**src/rtl/edl_pkg.sv**
```systemverilog
package edl_pkg;

    localparam int CHAN_W  = 8;
    localparam int GREY_W  = 8;
    localparam int GAIN_W  = 8;
    localparam int SCORE_W = 10;

    localparam logic [GAIN_W-1:0]  GAIN_RESET = 8'd25;
    localparam logic [SCORE_W-1:0] SCORE_MAX  = 10'd1000;

    // frame queue between accumulator and scoring engine
    localparam int Q_DEPTH = 4;
    localparam int Q_PTR_W = 2;
    localparam int Q_LVL_W = 3;

    // fixed-point widths of the scoring engine
    localparam int QUO_W     = 19;   // x in Q16, below 7.0
    localparam int Y_W       = 26;   // x/128 in Q30
    localparam int T_W       = 31;   // series term, up to 1.0 in Q30
    localparam int V_W       = 26;   // term before the divide by k
    localparam int RECIP_W   = 32;
    localparam int PROD_W    = V_W + RECIP_W;
    localparam int ACC_W     = 32;
    localparam int E_W       = 31;
    localparam int TERMS     = 8;
    localparam int SQUARINGS = 7;
    localparam int STEP_W    = 5;
    localparam int K_W       = 3;

    localparam logic [15:0] DEN_SCALE = 16'd65025;
    localparam logic [T_W-1:0] ONE_Q30 = 31'h4000_0000;

    typedef struct packed {
        logic               empty;
        logic [Q_LVL_W-1:0] level;
    } t_q_status;

    typedef enum logic [8:0] {
        S_IDLE  = 9'b000000001,
        S_CHECK = 9'b000000010,
        S_DIV   = 9'b000000100,
        S_TMUL  = 9'b000001000,
        S_RMUL  = 9'b000010000,
        S_CORR  = 9'b000100000,
        S_SQR   = 9'b001000000,
        S_SCALE = 9'b010000000,
        S_DONE  = 9'b100000000
    } t_back_state;

    // floor((2^32-1)/k) for k = kidx+1; quotient is off by at most one
    function automatic logic [RECIP_W-1:0] recip_of(input logic [K_W-1:0] kidx);
        logic [RECIP_W-1:0] m;
        case (kidx)
            3'd0:    m = 32'hFFFF_FFFF;
            3'd1:    m = 32'h7FFF_FFFF;
            3'd2:    m = 32'h5555_5555;
            3'd3:    m = 32'h3FFF_FFFF;
            3'd4:    m = 32'h3333_3333;
            3'd5:    m = 32'h2AAA_AAAA;
            3'd6:    m = 32'h2492_4924;
            default: m = 32'h1FFF_FFFF;
        endcase
        return m;
    endfunction

endpackage

```
**src/rtl/edl_queue.sv**
```systemverilog
module edl_queue
    import edl_pkg::*;
#(
    parameter int WIDTH = 52
) (
    input  logic             i_clk,
    input  logic             i_rst_n,
    input  logic             i_push,
    input  logic [WIDTH-1:0] i_push_data,
    input  logic             i_pop,
    output logic [WIDTH-1:0] o_head,
    output t_q_status        o_status
);

    logic [WIDTH-1:0]   r_mem [Q_DEPTH];
    logic [Q_PTR_W-1:0] r_wr_ptr;
    logic [Q_PTR_W-1:0] r_rd_ptr;
    logic [Q_LVL_W-1:0] r_level;

    always_ff @(posedge i_clk) begin
        if (i_push) begin
            r_mem[r_wr_ptr] <= i_push_data;
        end
    end

    always_ff @(posedge i_clk) begin
        if (!i_rst_n) begin
            r_wr_ptr <= '0;
            r_rd_ptr <= '0;
            r_level  <= '0;
        end else begin
            if (i_push) begin
                r_wr_ptr <= r_wr_ptr + 1'b1;
            end
            if (i_pop) begin
                r_rd_ptr <= r_rd_ptr + 1'b1;
            end
            case ({i_push, i_pop})
                2'b10:   r_level <= r_level + 1'b1;
                2'b01:   r_level <= r_level - 1'b1;
                default: r_level <= r_level;
            endcase
        end
    end

    assign o_head         = r_mem[r_rd_ptr];
    assign o_status.empty = (r_level == '0);
    assign o_status.level = r_level;

    // the accumulator must hold back a frame end when no slot is left
    assert property (@(posedge i_clk) disable iff (!i_rst_n)
        i_push |-> (r_level < Q_LVL_W'(Q_DEPTH)))
        else $error("frame queue overflow");

    assert property (@(posedge i_clk) disable iff (!i_rst_n)
        i_pop |-> (r_level != '0))
        else $error("frame queue underflow");

endmodule

```
**config.mk**
```make
export PLATFORM = sky130hd
export DESIGN_NAME = edl_queue
export DESIGN_NICKNAME = d
export VERILOG_FILES = /design/src/rtl/edl_pkg.sv /design/src/rtl/edl_queue.sv
export SDC_FILE = /design/constraint.sdc
export NUM_CORES = 1
export LEC_CHECK = 0
export BUFFER_PORTS_ARGS = -buffer_cell sky130_fd_sc_hd__buf_2
export CORE_MARGIN = 2
export CORE_UTILIZATION = 43
export CTS_BUF_LIST = sky130_fd_sc_hd__clkbuf_4 sky130_fd_sc_hd__clkbuf_8 sky130_fd_sc_hd__clkbuf_16
export CTS_CLUSTER_SIZE = 20
export DETAILED_ROUTE_END_ITERATION = 7
export SETUP_SLACK_MARGIN = 0.5
export SYNTH_ARGS = -nofsm -noshare
export SYNTH_HDL_FRONTEND = slang
export SYNTH_SLANG_ARGS = --single-unit
```
**constraint.sdc**
```tcl
create_clock -name i_clk -period 4.8 [get_ports i_clk]
set_input_delay 0.24 -clock i_clk [delete_from_list [all_inputs] [get_ports i_clk]]
set_output_delay 0.24 -clock i_clk [all_outputs]
set_load 0.01 [all_outputs]
```
* Word-level counts from Yosys, hierarchy flattened
Memory sizes are Yosys's and may differ from the RTL's. A register that Yosys moved wholly into a read port is not among the register bits.
Index checks and enable logic that the tools add are counted.
Widths: inputs -> output; s select.
** Storage, ports and cells
- Logic and storage cells :: 17
- Bits in writable memories :: 208
- Register bits :: 7
- Output and inout port bits :: 56
- Input port bits :: 56
- Memories kept :: 1
** Memories
- r_mem :: words 4, width 52, rd ports 1, clocked after memory_dff 1, write ports 1, RTL line edl_queue.sv:15 : logic [WIDTH-1:0] r_mem [Q_DEPTH];
** Operators by class
- Equal/unequal tests :: 2
- Muxes and demuxes :: 5
- $add $sub $neg :: 4
- Reductions and logical operators :: 2
** Operator list (count)
- $pmux 3 s2 :: 1
- $add 2x1->2 const B :: 2
- $mux 2 :: 2
- $add 3x1->3 const B :: 1
- $logic_not 3->1 :: 1
- $sub 3x1->3 const B :: 1
- $eq 2x1->1 const B :: 1
- $eq 2x2->1 const B :: 1
- $mux 1 :: 2
- $reduce_bool 2->1 :: 1

* Longest topological paths before layout
- Depth in word-level cells :: 3
- Depth in mapped cells :: 7
- Mapped depth without buffers :: 7

* Worst setup path before layout
No wires, ideal clock.
- Path kind :: register -> register
- Start point :: reg r_wr_ptr[0]
- End point :: mem r_mem[2][0], enable pin
- Arrival time :: 1.778 ns
- Setup time :: 0.415 ns
- Required time :: 4.385 ns
- Path slack :: 2.607 ns
- Cell stages (with the launch flop) :: 4
- Clock period less this slack :: 2.193 ns
- Buffers on the path :: 0
- Cells stage by stage :: dfxtp_1 inv_1 ha_1 and2_1
** RTL lines
- from (decl) :: RTL line edl_queue.sv:16 : logic [Q_PTR_W-1:0] r_wr_ptr;
- from (signal assigned) :: RTL line edl_queue.sv:33 : r_wr_ptr <= r_wr_ptr + 1'b1;
- to (decl) :: RTL line edl_queue.sv:15
No word-level cell before the write port.

==> flow_metrics.env <==
export IMPL_status="completed"
export IMPL_grt_util_all_layers_pct=14.53
export IMPL_clock_path_buffers=3
export IMPL_path_class="reg -> out"
export IMPL_ir_drop_uv=213.4
export IMPL_start_kind="flop"
export IMPL_start_util_pct=44.13
export IMPL_p_comb_share_pct=9.5
export IMPL_grt_pass1_vias=4109
export IMPL_fmax_mhz=360.6
export IMPL_place_hpwl_mm=8.270
export IMPL_ctsHoldBuffers=52
export IMPL_hp_class="in -> reg"
export IMPL_r2r_start="r_wr_ptr[0]$_SDFFE_PN0P_"
export IMPL_required_ns=4.56
export IMPL_postRouteAntennaNets=0
export IMPL_cts_sinks=217
export IMPL_grt_util_met2_pct=25.41
export IMPL_drv_slew=0
export IMPL_p_per_area_nw_per_um2=429.2
export IMPL_max_cap_violations=0
export IMPL_finalWirelength_mm=14.21
export IMPL_path_cells="buf_4 -> mux4_2 -> buf_2"
export IMPL_finalSetupTns_ns=0
export IMPL_grt_setup_unrepaired="no"
export IMPL_final_area_um2=10010
export IMPL_nets=561
export IMPL_top_usage_layer="met2"
export IMPL_synth_warnings=0
export IMPL_n_fill_cell=1425
export IMPL_hold_viol=0
export IMPL_cts_resized=0
export IMPL_multi_input_area_um2=1425
export IMPL_p_int_uw=3404
export IMPL_post_cts_buffers=0
export IMPL_place_area_um2=8766
export IMPL_overflow=0
export IMPL_root_buffer="clkbuf_16"
export IMPL_grtUsageMet1_pct=19.07
export IMPL_finalCritPeriodShare_pct=57.77
export IMPL_setup_viol=0
export IMPL_ys_types=21
export IMPL_cts_tree="done"
export IMPL_layout_drive_gt1_share_pct=40.27
export IMPL_post_drt_wl_per_cell_um=19.12
export IMPL_die_y_um=140.5
export IMPL_seq_area_frac_synth_pct=80.24
export IMPL_post_route_min_period_ns=2.773
export IMPL_cpMaxStageDelayCell="dfxtp_4"
export IMPL_crit_arrival_ns=2.53
export IMPL_design_core_area_um2=18150
export IMPL_vias_per_cell=5.039
export IMPL_antenna_found_initial=0
export IMPL_critPathMaxFanout=29
export IMPL_syn2layout_area_growth_pct=24.95
export IMPL_use_met3_pct=2.667
export IMPL_max_slew_margin_rel_pct=49.13
export IMPL_std_cell_rows=49
export IMPL_hold_start="i_rst_n"
export IMPL_grt_first_pass_wirelength_mm=22.15
export IMPL_ys_seq_elements=217
export IMPL_grt_max_degree=33
export IMPL_drt_first_pass_iters=4
export IMPL_tightest_slew_ns=0.7631
export IMPL_seqPwrFrac_pct=51.6
export IMPL_clk_pin_slew_ns=0.06
export IMPL_endpoint_kind="output port"
export IMPL_cts_buffers=23
export IMPL_diodes=0
export IMPL_die_area_um2=19730
export IMPL_ff_latch_area_um2=6431
export IMPL_p_switching_uw=891.1
export IMPL_skew_ns=0.01018
export IMPL_io_buffers=111
export IMPL_clk_latency_ns=0.49
export IMPL_htreeDepth=1
export IMPL_power_frac_clock_pct=38.9
export IMPL_synth_net_count=379
export IMPL_syn_inst=317
export IMPL_drc=0
export IMPL_synth_area_per_cell_um2=25.26
export IMPL_drt_iter0_markers=175
export IMPL_swShare_pct=20.75
export IMPL_p_leak_uw=0.003451
export IMPL_syn_area_um2=8009
export IMPL_die_w_um=140.5
export IMPL_ioPinCount=112
export IMPL_vias=3744
export IMPL_place_congestion=0.6369
export IMPL_slowest_delay_ns=0.67
[area by class of cell]
type                       instances  share of cell area (%)
clock buffer                      30                   6.277
clock inverter                    10                  0.9252
inverter                           6                  0.2251
multi-input combinational         82                   14.24
sequential                       217                   64.27
tap                              229                   2.863
timing repair buffer             169                   11.20
[power groups by stage]
stage                     Sequential, µW  Combinational (µW)  Clock, µW
final                               2210                 408       1670
after global routing                2220                 444       1790
after CTS                           2220                 420       1710
after detailed placement            2260                 384          0
after global placement              2250                 378          0
after floorplan                     2230                 256          0
[logic make-up after synthesis]
kind of cell	after synthesis	share of synthesized area [%]
AO/OA/AOI/OAI	3	0.2188
XOR/XNOR	5	0.5469
adder cells (fa/ha/maj)	6	1.031
buffers and inverters	18	2.031
flip-flops	217	80.24
multiplexers	53	14.84
AND/OR/NAND/NOR	15	1.094
[flip-flops by register name, indices dropped and copies added, names as in the netlist, named ones only]
name / cells
r_wr_ptr: 2
r_mem: 208
r_level: 3
r_rd_ptr: 2
[final timing paths]
check	slack [ns]	depth (start not counted)	endpoint
hold reg to reg	0.52	2	r_level[2]$_SDFFE_PN0P_
setup / recovery	2.03	3	o_head[4]
setup reg to reg	2.68	3	r_mem[1][46]$_DFFE_PP_
hold / removal	0.06	2	r_level[0]$_SDFFE_PN0P_
[stage by stage]
step / total power, µW / setup WS (ns) / std cells / utilization (%) / hold WS (ns)
floorplan: 2489 / 2.607 / 317 / - / 0.3389
global placement: 2630 / 2.392 / 651 / 48.30 / 0.4496
detailed placement: 2641 / 2.436 / 651 / 48.30 / 0.4575
CTS: 4348 / 1.899 / 743 / 55.14 / 0.03861
global route: 4455 / 1.773 / 743 / 55.14 / 0.07215
finish: 4295 / 2.027 / 743 / 55.14 / 0.05720
[per-layer routing]
metal / vias to the layer above / wire (µm)
met1: 1934 / 6077
li1: 1697 / -
met3: 17 / 719
met4: 0 / 189
met5: - / 0
met2: 96 / 7221
[critical path: cells and delay by family, from the launching register on]
family                 cells  cell delay [ns]
DFF                        1             0.67
muxes                      1             0.60
buffers and inverters      2             0.75
[cell usage in the layout (no fill, tap or decap)]
cell / netlist / routed
mux2i_1: 1 / 1
fa_1: 1 / 1
nor2b_1: 1 / 1
dlygate4sd3_1: 0 / 52
bufinv_16: 0 / 2
clkinv_1: 0 / 6
clkbuf_4: 0 / 7
dfxtp_2: 0 / 1
and2_2: 0 / 4
or3_1: 1 / 1
nor3_1: 1 / 1
mux4_1: 2 / 2
clkbuf_16: 0 / 23
buf_2: 5 / 111
edfxtp_1: 208 / 208
xnor2_1: 2 / 2
and2_1: 10 / 6
buf_4: 0 / 6
xor2_1: 3 / 3
nand2_1: 2 / 2
dfxtp_4: 0 / 1
ha_1: 5 / 5
dfxtp_1: 9 / 7
clkinv_2: 0 / 2
o21ai_0: 2 / 2
inv_1: 6 / 6
a21boi_0: 1 / 1
mux4_2: 50 / 50
[cell usage after synthesis]
cell,instances,area [µm²]
a21boi_0,1,7.510
and2_1,10,62.56
buf_12,5,100.1
buf_2,5,25.02
buf_6,1,11.26
clkbuf_1,1,3.750
dfxtp_1,9,180.2
edfxtp_1,208,6246
fa_1,1,20.02
ha_1,5,62.56
inv_1,6,22.52
mux2i_1,1,10.01
mux4_1,2,52.55
mux4_2,50,1126
nand2_1,2,7.510
nor2b_1,1,6.260
nor3_1,1,5.000
o21ai_0,2,10.01
or3_1,1,6.260
xnor2_1,2,17.52
xor2_1,3,26.28
Note: power is estimated with default switching activity, not from simulation.
