$ cat src/rtl/edl_pkg.sv
package edl_pkg;

    localparam int CHAN_W  = 8;
    localparam int GREY_W  = 8;
    localparam int GAIN_W  = 8;
    localparam int SCORE_W = 10;

    localparam logic [GAIN_W-1:0]  GAIN_RESET = 8'd25;
    localparam logic [SCORE_W-1:0] SCORE_MAX  = 10'd1000;

    // frame queue between accumulator and scoring engine
    localparam int Q_DEPTH = 4;
    localparam int Q_PTR_W = 2;
    localparam int Q_LVL_W = 3;

    // fixed-point widths of the scoring engine
    localparam int QUO_W     = 19;   // x in Q16, below 7.0
    localparam int Y_W       = 26;   // x/128 in Q30
    localparam int T_W       = 31;   // series term, up to 1.0 in Q30
    localparam int V_W       = 26;   // term before the divide by k
    localparam int RECIP_W   = 32;
    localparam int PROD_W    = V_W + RECIP_W;
    localparam int ACC_W     = 32;
    localparam int E_W       = 31;
    localparam int TERMS     = 8;
    localparam int SQUARINGS = 7;
    localparam int STEP_W    = 5;
    localparam int K_W       = 3;

    localparam logic [15:0] DEN_SCALE = 16'd65025;
    localparam logic [T_W-1:0] ONE_Q30 = 31'h4000_0000;

    typedef struct packed {
        logic               empty;
        logic [Q_LVL_W-1:0] level;
    } t_q_status;

    typedef enum logic [8:0] {
        S_IDLE  = 9'b000000001,
        S_CHECK = 9'b000000010,
        S_DIV   = 9'b000000100,
        S_TMUL  = 9'b000001000,
        S_RMUL  = 9'b000010000,
        S_CORR  = 9'b000100000,
        S_SQR   = 9'b001000000,
        S_SCALE = 9'b010000000,
        S_DONE  = 9'b100000000
    } t_back_state;

    // floor((2^32-1)/k) for k = kidx+1; quotient is off by at most one
    function automatic logic [RECIP_W-1:0] recip_of(input logic [K_W-1:0] kidx);
        logic [RECIP_W-1:0] m;
        case (kidx)
            3'd0:    m = 32'hFFFF_FFFF;
            3'd1:    m = 32'h7FFF_FFFF;
            3'd2:    m = 32'h5555_5555;
            3'd3:    m = 32'h3FFF_FFFF;
            3'd4:    m = 32'h3333_3333;
            3'd5:    m = 32'h2AAA_AAAA;
            3'd6:    m = 32'h2492_4924;
            default: m = 32'h1FFF_FFFF;
        endcase
        return m;
    endfunction

endpackage

$ cat src/rtl/edl_front.sv
module edl_front
    import edl_pkg::*;
#(
    parameter int  COUNT_BITS = 18,
    localparam int SUM_W      = 16 + COUNT_BITS
) (
    input  logic                  i_clk,
    input  logic                  i_rst_n,
    input  logic                  i_valid,
    output logic                  o_ready,
    input  logic [CHAN_W-1:0]     i_hyp_red,
    input  logic [CHAN_W-1:0]     i_hyp_green,
    input  logic [CHAN_W-1:0]     i_hyp_blue,
    input  logic [CHAN_W-1:0]     i_dist_red,
    input  logic [CHAN_W-1:0]     i_dist_green,
    input  logic [CHAN_W-1:0]     i_dist_blue,
    input  logic                  i_frame_end,
    input  t_q_status             i_q_status,
    output logic                  o_push,
    output logic [SUM_W-1:0]      o_sum,
    output logic [COUNT_BITS-1:0] o_count
);

    localparam int GACC_W = 22;
    localparam logic [GACC_W-1:0] W_RED   = 22'd4899;
    localparam logic [GACC_W-1:0] W_GREEN = 22'd9617;
    localparam logic [GACC_W-1:0] W_BLUE  = 22'd1868;
    localparam logic [GACC_W-1:0] W_ROUND = 22'd8192;

    function automatic logic [GREY_W-1:0] grey_of(input logic [CHAN_W-1:0] r,
                                                  input logic [CHAN_W-1:0] g,
                                                  input logic [CHAN_W-1:0] b);
        logic [GACC_W-1:0] acc;
        acc = GACC_W'(r) * W_RED + GACC_W'(g) * W_GREEN + GACC_W'(b) * W_BLUE + W_ROUND;
        return acc[GACC_W-1:14];
    endfunction

    logic              r_a_valid;
    logic              r_a_end;
    logic [GREY_W-1:0] r_a_hg;
    logic [GREY_W-1:0] r_a_dg;

    logic [SUM_W-1:0]      r_sum;
    logic [COUNT_BITS-1:0] r_cnt;

    logic [Q_LVL_W-1:0]      w_need;
    logic                    w_take;
    logic [2*GREY_W-1:0]     w_prod;
    logic [SUM_W:0]          w_sum_ext;
    logic [SUM_W-1:0]        w_sum_next;
    logic [COUNT_BITS-1:0]   w_cnt_next;

    // keep a queue slot for the frame end in flight
    assign w_need  = i_q_status.level + Q_LVL_W'(r_a_valid & r_a_end);
    assign o_ready = (w_need < Q_LVL_W'(Q_DEPTH));
    assign w_take  = i_valid & o_ready;

    always_ff @(posedge i_clk) begin
        if (!i_rst_n) begin
            r_a_valid <= 1'b0;
        end else begin
            r_a_valid <= w_take;
        end
    end

    always_ff @(posedge i_clk) begin
        if (w_take) begin
            r_a_hg  <= grey_of(i_hyp_red, i_hyp_green, i_hyp_blue);
            r_a_dg  <= grey_of(i_dist_red, i_dist_green, i_dist_blue);
            r_a_end <= i_frame_end;
        end
    end

    assign w_prod     = r_a_hg * r_a_dg;
    assign w_sum_ext  = {1'b0, r_sum} + (SUM_W+1)'(w_prod);
    assign w_sum_next = w_sum_ext[SUM_W] ? '1 : w_sum_ext[SUM_W-1:0];
    assign w_cnt_next = (r_a_hg != '0 && r_cnt != '1) ? r_cnt + 1'b1 : r_cnt;

    always_ff @(posedge i_clk) begin
        if (!i_rst_n) begin
            r_sum <= '0;
            r_cnt <= '0;
        end else if (r_a_valid) begin
            if (r_a_end) begin
                r_sum <= '0;
                r_cnt <= '0;
            end else begin
                r_sum <= w_sum_next;
                r_cnt <= w_cnt_next;
            end
        end
    end

    assign o_push  = r_a_valid & r_a_end;
    assign o_sum   = w_sum_next;
    assign o_count = w_cnt_next;

endmodule

$ cat config.mk
export PLATFORM = sky130hd
export DESIGN_NAME = edl_front
export DESIGN_NICKNAME = d
export VERILOG_FILES = /design/src/rtl/edl_pkg.sv /design/src/rtl/edl_front.sv
export SDC_FILE = /design/constraint.sdc
export NUM_CORES = 1
export LEC_CHECK = 0
export ABC_CLOCK_PERIOD_IN_PS = 21600
export BUFFER_PORTS_ARGS = -buffer_cell sky130_fd_sc_hd__buf_4
export CAP_MARGIN = 40
export CORE_ASPECT_RATIO = 1.5
export CORE_MARGIN = 2
export CORE_UTILIZATION = 65
export DETAILED_ROUTE_END_ITERATION = 16
export PLACE_DENSITY = 0.85
export SYNTH_ARGS = -nofsm -noshare
export SYNTH_HDL_FRONTEND = slang
export SYNTH_SLANG_ARGS = --single-unit
$ cat constraint.sdc
create_clock -name i_clk -period 21.6 [get_ports i_clk]
set_clock_uncertainty 0.2 [all_clocks]
set_input_delay 5.4 -clock i_clk [delete_from_list [all_inputs] [get_ports i_clk]]
set_output_delay 5.4 -clock i_clk [all_outputs]
set_load 0.03 [all_outputs]
# == Word-level counts from Yosys, hierarchy flattened ==
# Cells that the tools add are included.
# totals
latch_bits,0
ff_bits,70
in_bits,56
ram_bits,0
memories,0
out_inout_bits,54
rom_bits,0
# classes
eq_ne,1
n_reduce_logical,2
addsub,9
div_mod_pow,0
bitwise_logic,3
n_mux,4
magnitude_cmp,1
n_shift,0
multipliers,7
# op_table
operator,count
$mux 34,2
$add 21x22->22,2
$add 22x14->22 const B,2
$add 22x19->22,2
$mul 8x14->22 const B,2
$mul 8x13->21 const B,2
$mux 18,2
$add 34x16->35,1
$mul 8x9->17 const B,2
$add 18x1->18 const B,1
$ne 18x18->1 const B,1
$mul 8x8->16,1
$reduce_bool 8->1,1
$add 3x1->3,1
$and 1x1->1,3
$lt 3x3->1 const B,1
$logic_and 1x1->1,1

# == Depth between registers and ports, before layout ==
# Gate-level depths: netlist of run 1.
# depth
depth_word,4
ltp_mapped,30
depth_no_buf,30

# == Worst setup path after synthesis of run 1 ==
# OpenSTA, ideal clock, no wires.
# synth_timing
kind,input-to-reg
start,input i_hyp_blue[5]
end,"register r_a_hg[7], data pin"
n_path_buf,0
t_arrival_ns,11.914
t_required_ns,21.137
path_stages,28
setup_slack_ns,9.223
setup_ns,0.263
cell_sequence,ha_1 > ha_1 > inv_1 > fa_1 > fa_1 > inv_1 > ha_1 > nor3b_1 > o21ai_0 > nand2b_1 > a21oi_1 > o211ai_1 > xor2_1 > ha_1 > ha_1 > fa_1 > inv_1 > fa_1 > fa_1 > inv_1 > ha_1 > a211oi_1 > nand2_1 > or4_4 > a221oi_4 > o21ai_2 > o41ai_2 > xnor2_1
# synth_via
elab_chain_cells,3
# synth_rtl
item,line_no,source
"start, declared",edl_front.sv:13,"input logic [CHAN_W-1:0] i_hyp_blue,"
$mul 8x9->17,edl_front.sv:34,acc = GACC_W'(r) * W_RED + GACC_W'(g) * W_GREEN + GACC_W'(b) * W_BLUE + W_ROUND;
$add 22x19->22,edl_front.sv:34,
$add 22x14->22,edl_front.sv:34,
"end signal, assigned",edl_front.sv:68,"r_a_hg <= grey_of(i_hyp_red, i_hyp_green, i_hyp_blue);"
"end, declared",edl_front.sv:40,logic [GREY_W-1:0] r_a_hg;
# Every way passes these cells.
# A chain may end at the register's enable or synchronous reset.

# == Worst setup path after layout of run 1 ==
# Same ends and word-level chain as after synthesis.

==> Implementation_results.wiki, run 1 <==
{| class="wikitable"
! Metric !! Value
|-
| Setup CP Type || input pin to register
|-
| Worst-Margin Slew || 0.853 ns
|-
| Startpoint of the worst-slack reg-to-reg timing path || r_a_hg[4]
|-
| Shortest clock period the worst path allows after layout || 12.84 ns
|-
| Grt met2 use || 55.7%
|-
| Die ar. || 0.0259 sq mm
|-
| Number of warnings printed during yosys synthesis || 0
|-
| Worst-path maximum fanout || 6
|-
| Netlist Area Pre-Place || around 0.016 sq mm
|-
| Most frequent cells in the layout || 461 x inv_1, 327 x ha_1, 224 x fa_1, 110 x buf_4, 103 x nand2_1
|-
| Delay contributed by the slowest stage of the critical path || between 0.5 and 0.6 ns
|-
| Post-route antenna net violation count || 0
|-
| Global route overflow || 0
|-
| Number of detailed-route iterations in the first pass || 6
|-
| Antenna violations before repair || 0
|-
| Kind of launch point of the worst setup path || input pin
|-
| Synth Net Count || between 2000 and 2500
|-
| Worst Setup SP || i_hyp_blue[5]
|-
| Number of cells traversed by the worst hold path || 1
|-
| Clock tree buffer depth || 2
|-
| Slew Limit Fails || 0
|-
| Most area-hungry cell type in the Yosys netlist || fa_1
|-
| Crit share post-route || approximately 59%
|-
| Library cell used as clock root buffer || clkbuf_16
|-
| Unrepaired setup endpoints after global routing || false
|-
| Average cell area after synthesis || between 9 and 10 sq um
|-
| Register-to-register setup slack || around 16 ns
|-
| Hold-fix buffer count after cts || 0
|-
| Die X || roughly 130 microns
|-
| Async SR Flop Fraction || 0%
|-
| Final-report hold violation count || 0
|-
| Fraction of layout cells with a size suffix above 1 || 9.17%
|-
| Number of top-level design ports || 110
|-
| GR Layer Usage met1 || approximately 29%
|-
| Type of the tightest min-delay check || register to register
|-
| Global routing met3 resource utilization || 2.56%
|-
| Vert. Die Dim || 196 microns
|-
| Net total in the final layout || 2435
|-
| Arrival @ worst endpoint || about 13 ns
|-
| Clock latency at the later pin of the worst-skew pair || between 0.3 and 0.4 ns
|-
| Normalized max-slew margin || between 40% and 50%
|-
| Total Negative Setup Slacks || 0 ns
|-
| H-tree depth || 3
|-
| Post-CTS Setup Inserts || 0
|-
| Combined global-route utilization of all metal layers || roughly 28%
|-
| Max Cap Viol || 0
|-
| Distinct cells, synth || 80
|-
| Post-CTS sizing || 0
|-
| Slowest cell on the critical path || or4_4
|-
| Result of the run || completed
|-
| DRT iter0 DRCs || 386
|-
| Critical hold path startpoint || r_sum[7]
|-
| Per-cell routed wire length || between 15 and 20 microns
|-
| Via count of the first global-routing pass || between 10000 and 15000
|-
| Worst Reg2Reg Path Length in Cells || 14
|-
| Required arrival time at the worst endpoint || between 20 and 25 ns
|-
| Number of register bits inferred by synthesis || 70
|-
| Count of flip-flops with a built-in enable after synthesis || 17
|-
| Total length of routed wires || 34200 microns
|-
| Via-to-Cell Ratio || around 5.6
|-
| TritonCTS clock tree || done
|-
| Antenna diode instance count || 0
|-
| Endpoint of the most critical register-to-register path || r_sum[11]
|-
| Sequential-to-total area share from yosys stat || 9.84%
|-
| Overall via count from detail_route || between 10000 and 15000
|-
| Cells taking the most area after synthesis || fa_1 28%, ha_1 26%, inv_1 11%
|-
| Area share of the largest cell type after synthesis || 28.1%
|-
| TritonCTS buffer count || 9
|-
| Category of the worst setup path capture point || register
|-
| Max Freq || slightly below 0.08 GHz
|-
| Peak-usage layer in the global routing report || met2
|-
| Worst min-delay path endpoint || r_sum[7]
|-
| Input/output buffers || 108
|-
| Core footprint || about 0.024 sq mm
|-
| Final number of setup-violating endpoints || 0
|-
| Initial standard-cell utilization of the core || 65.8%
|-
| # clock sinks || 70
|-
| Weighted congestion reported at the end of routability-driven placement || roughly 0.9
|-
| Ys flop type || dfxtp_1
|-
| Total number of placement rows || 70
|-
| Syn-to-layout area delta || 8.87%
|-
| Top cell by count, worst path || ha_1
|-
| Largest net degree at the start of global routing || 34
|-
| DRC || 0
|-
| Instance count of the mapped netlist || between 1500 and 2000
|-
| Half-perimeter wire length of the detailed placement result || 29900 microns
|-
| Global-route wire length before repair || approximately 60000 microns
|-
| Clock-pin slew on the worst setup and hold paths || roughly 0.06 ns
|-
| Most common cell after layout, fill and taps aside || inv_1
|}
worst max-delay path, delay by kind of cell:
kind,cells,cell delay (ns)
AND/OR/NAND/NOR,4,0.88
adder cells (fa/ha/maj),11,4.18
XOR/XNOR,2,0.27
AO/OA/AOI/OAI,7,1.66
buffers and inverters,5,0.31
cells by family (layout without fill, tap and decap cells):
logic type | Yosys count | in the layout | synth area share (%)
AOI/OAI and AO/OA | 201 | 201 | 8.62
xor gates and xnor gates | 82 | 82 | 4.50
adders and majority gates | 551 | 551 | 53.7
buffers and inverters | 491 | 588 | 11.9
DFF | 70 | 70 | 9.84
muxes | 5 | 5 | 0.345
and+or+nand+nor | 336 | 336 | 11.1
how the worst max path moves through the flow:
stage | endpoint | slack, ns | cells past startpoint
2_1_floorplan | r_a_hg[7] | 9.22 | 28
3_3_place_gp | r_a_hg[7] | 8.55 | 29
3_5_place_dp | r_a_hg[7] | 8.41 | 29
4_1_cts | r_a_hg[7] | 8.75 | 29
5_1_grt | r_a_hg[7] | 8.41 | 29
6_report | r_a_hg[7] | 8.76 | 29
cell usage after synthesis, types with 3 or more instances:
| cell type | number |
|---|---|
| inv_1 | 461 |
| ha_1 | 327 |
| fa_1 | 224 |
| nand2_1 | 103 |
| a21oi_1 | 55 |
| dfxtp_1 | 53 |
| xnor2_1 | 50 |
| nor2_1 | 48 |
| and2_1 | 36 |
| xor2_1 | 32 |
| nor3_1 | 28 |
| o21ai_0 | 28 |
| nand3_1 | 25 |
| a22o_1 | 23 |
| and3_1 | 17 |
| edfxtp_1 | 17 |
| nand2b_1 | 16 |
| a31oi_1 | 15 |
| clkbuf_1 | 13 |
| nand4_1 | 12 |
| o21ai_1 | 12 |
| buf_2 | 10 |
| or2_2 | 10 |
| nor2b_1 | 9 |
| a21o_1 | 8 |
| o21a_1 | 8 |
| a211oi_1 | 7 |
| o21bai_1 | 6 |
| a22oi_1 | 5 |
| and4_1 | 4 |
| buf_6 | 4 |
| o211ai_1 | 4 |
| mux2_2 | 3 |
| nor3b_1 | 3 |
| o31ai_1 | 3 |
per-layer routing:
metal,wire (microns),share of wire (%)
met1,12400,36
met2,19200,56
met3,985,2.9
met4,1580,4.6
met5,0,0
sequential cells by signal, indices dropped and copies added, names as in the netlist:
name,cells
r_a_valid,1
r_a_end,1
r_a_hg,8
r_cnt,18
r_a_dg,8
r_sum,34
per-stage QoR:
step                      instance area, sq um  hold slack (ns)  std cells  util [%]  worst slack (ns)
after floorplan                          16000            0.250       1736         -              9.22
after global placement                   17000            0.263       2140      70.2              8.55
after detailed placement                 17100            0.268       2141      70.3              8.41
after CTS                                17400            0.283       2157      71.7              8.75
after global routing                     17400            0.299       2157      71.7              8.41
final                                    17400            0.278       2157      71.7              8.76
area by class of cell:
class	count	area, sq um
fillers	1769	6880
well taps	324	405
inverters	461	1730
repair buffers	111	841
clock buffers	11	264
clock inverters	5	63.8
multi-input cells	1175	12500
flip-flops and latches	70	1570
Power of run 1 is not shown: default switching activity piles up to over one toggle a cycle in this logic, so the estimate is an artifact.
==> run 2: changes to the inputs <==
--- a/config.mk
+++ b/config.mk
@@ -5,14 +5,14 @@
 export SDC_FILE = /design/constraint.sdc
 export NUM_CORES = 1
 export LEC_CHECK = 0
-export ABC_CLOCK_PERIOD_IN_PS = 21600
+export ABC_CLOCK_PERIOD_IN_PS = 11180
 export BUFFER_PORTS_ARGS = -buffer_cell sky130_fd_sc_hd__buf_4
 export CAP_MARGIN = 40
 export CORE_ASPECT_RATIO = 1.5
 export CORE_MARGIN = 2
-export CORE_UTILIZATION = 65
+export CORE_UTILIZATION = 58
 export DETAILED_ROUTE_END_ITERATION = 16
-export PLACE_DENSITY = 0.85
+export PLACE_DENSITY = 0.8
 export SYNTH_ARGS = -nofsm -noshare
 export SYNTH_HDL_FRONTEND = slang
 export SYNTH_SLANG_ARGS = --single-unit
==> constraint.sdc (replaced) <==
create_clock -name i_clk -period 11.18 [get_ports i_clk]
set_clock_uncertainty 0.2 [all_clocks]
set_input_delay 2.795 -clock i_clk [delete_from_list [all_inputs] [get_ports i_clk]]
set_output_delay 2.795 -clock i_clk [all_outputs]
set_load 0.03 [all_outputs]
==> Implementation_results.wiki, run 2 (synthesis gave the netlist of run 1 again) <==
{| class="wikitable"
! Metric !! Value
|-
| Total length of routed wires || roughly 34000 microns
|-
| Worst min-delay path endpoint || r_sum[17]
|-
| DRC || 0
|-
| Type of the tightest min-delay check || register to register
|-
| Worst-Margin Slew || roughly 0.8 ns
|-
| Worst Reg2Reg Path Length in Cells || 14
|-
| Setup CP Type || input pin to register
|-
| Input/output buffers || 108
|-
| Post-Route Hold Slack || 0.294 ns
|-
| Via count of the first global-routing pass || between 10000 and 15000
|-
| Normalized max-slew margin || between 40 and 50%
|-
| Result of the run || completed
|-
| Most common cell after layout, fill and taps aside || inv_1
|-
| Half-perimeter wire length of the detailed placement result || around 30000 microns
|-
| Critical hold path startpoint || r_sum[17]
|-
| Required arrival time at the worst endpoint || approximately 11 ns
|-
| Initial standard-cell utilization of the core || about 59%
|-
| Category of the worst setup path capture point || register
|-
| Unrepaired setup endpoints after global routing || false
|-
| Slew Limit Fails || 0
|-
| Max Freq || between 0.09 and 0.1 GHz
|-
| Delay contributed by the slowest stage of the critical path || 0.54 ns
|-
| Die X || 139 microns
|-
| Number of top-level design ports || 110
|-
| Largest net degree at the start of global routing || 34
|-
| Kind of launch point of the worst setup path || input pin
|-
| Startpoint of the worst-slack reg-to-reg timing path || r_a_hg[4]
|-
| Shortest clock period the worst path allows after layout || 10.13 ns
|-
| Max reg flops || 34
|-
| Registers with the highest flip-flop counts || r_sum (34), r_cnt (18)
|-
| Clock tree buffer depth || 2
|-
| # clock sinks || 70
|-
| DRT iter0 DRCs || around 290
|-
| Number of cells traversed by the worst hold path || 1
|-
| Weighted congestion reported at the end of routability-driven placement || 0.903
|-
| H-tree depth || 3
|-
| Max Cap Viol || 0
|-
| Final number of setup-violating endpoints || 0
|-
| Post-route antenna net violation count || 0
|-
| Layout fillers || approximately 2200
|-
| Total number of placement rows || 74
|-
| Endpoint of the most critical register-to-register path || r_sum[11]
|-
| Worst-path maximum fanout || 6
|-
| Fraction of layout cells with a size suffix above 1 || under 10%
|-
| Die ar. || a little under 0.03 sq mm
|-
| Category of cells accounting for the largest share of critical-path delay || adder cells
|-
| Register-to-register setup slack || 5.50 ns
|-
| TritonCTS clock tree || done
|-
| Hold-fix buffer count after cts || 0
|-
| Library cell used as clock root buffer || clkbuf_16
|-
| Antenna diode instance count || 0
|-
| Net total in the final layout || between 2000 and 2500
|-
| Crit share post-route || between 90% and 100%
|-
| Most frequent cells in the layout || 461 x inv_1, 327 x ha_1, 224 x fa_1, 111 x buf_4, 103 x nand2_1
|-
| Syn-to-layout area delta || 8.82%
|-
| TritonCTS buffer count || 9
|-
| Per-cell routed wire length || about 16 microns
|-
| Number of detailed-route iterations in the first pass || 6
|-
| Total Negative Setup Slacks || 0 ns
|-
| Sum of buffers and inverters on the critical path || 5
|-
| Overall via count from detail_route || 11800
|-
| Combined global-route utilization of all metal layers || 24.5%
|-
| Via-to-Cell Ratio || roughly 5.4
|-
| Core footprint || 0.0271 sq mm
|-
| Antenna violations before repair || 0
|-
| Global route overflow || 0
|-
| Global-route wire length before repair || just under 60000 microns
|-
| Largest register by flop count || r_sum
|-
| Clock latency at the later pin of the worst-skew pair || about 0.35 ns
|-
| Final-report hold violation count || 0
|-
| Arrival @ worst endpoint || approximately 10 ns
|-
| Slowest cell on the critical path || or4_4
|-
| Post-CTS Setup Inserts || 0
|-
| Clock-pin slew on the worst setup and hold paths || roughly 0.06 ns
|-
| Top cell by count, worst path || ha_1
|-
| Vert. Die Dim || 207 microns
|-
| Post-CTS sizing || 0
|}
run 2: cell types whose count changed in the layout (fill, tap and decap cells not counted), sizes merged:
| cell | before | now |
|---|---|---|
| inv | 462 | 464 |
| clkbuf | 11 | 10 |
| clkinv | 2 | 1 |
run 2: worst max path at each step:
stage | startpoint | end | slack [ns] | depth (start not counted)
final | i_hyp_blue[5] | r_a_hg[7] | 1.05 | 29
after global routing | i_hyp_blue[5] | r_a_hg[7] | 0.62 | 29
after CTS | i_hyp_blue[5] | r_a_hg[7] | 1.01 | 29
after detailed placement | i_hyp_blue[5] | r_a_hg[7] | 0.65 | 29
after global placement | i_hyp_blue[5] | r_a_hg[7] | 0.82 | 29
after floorplan | i_hyp_blue[5] | r_a_hg[7] | 1.41 | 28
run 2: stage by stage:
| stage | util [%] | instance area [sq um] | worst slack [ns] | cells |
|---|---|---|---|---|
| floorplan | - | 16000 | 1.41 | 1736 |
| global placement | 62.9 | 17100 | 0.818 | 2159 |
| detailed placement | 62.9 | 17100 | 0.651 | 2159 |
| CTS | 64.0 | 17400 | 1.01 | 2175 |
| global route | 64.0 | 17400 | 0.623 | 2175 |
| finish | 64.0 | 17400 | 1.05 | 2175 |
run 2: area by class of cell:
cell class / instances / area [sq um] / area share, %
multi-input cells: 1175 / 12500 / 72.0
repair buffers: 111 / 833 / 4.80
inverters: 461 / 1730 / 9.96
clock buffers: 10 / 239 / 1.38
clock inverters: 6 / 67.6 / 0.389
flip-flops and latches: 70 / 1570 / 9.05
well taps: 342 / 428 / 2.46
run 2: worst reg2reg max path: cells and delay by family (launching register included):
family,cells,cell delay [ns]
adder cells (fa/ha/maj),5,2.43
AO/OA/AOI/OAI,4,1.17
AND/OR/NAND/NOR,4,1.12
buffers and inverters,1,0.06
flip-flops,1,0.58
run 2: routing by layer:
metal | GRT usage [%] | routed length, microns
met4 | 8.15 | 946
met1 | 26.1 | 12800
met3 | 2.38 | 1050
met5 | 0 | 0
met2 | 49.3 | 19100
Power of run 2 is left out for the same reason.
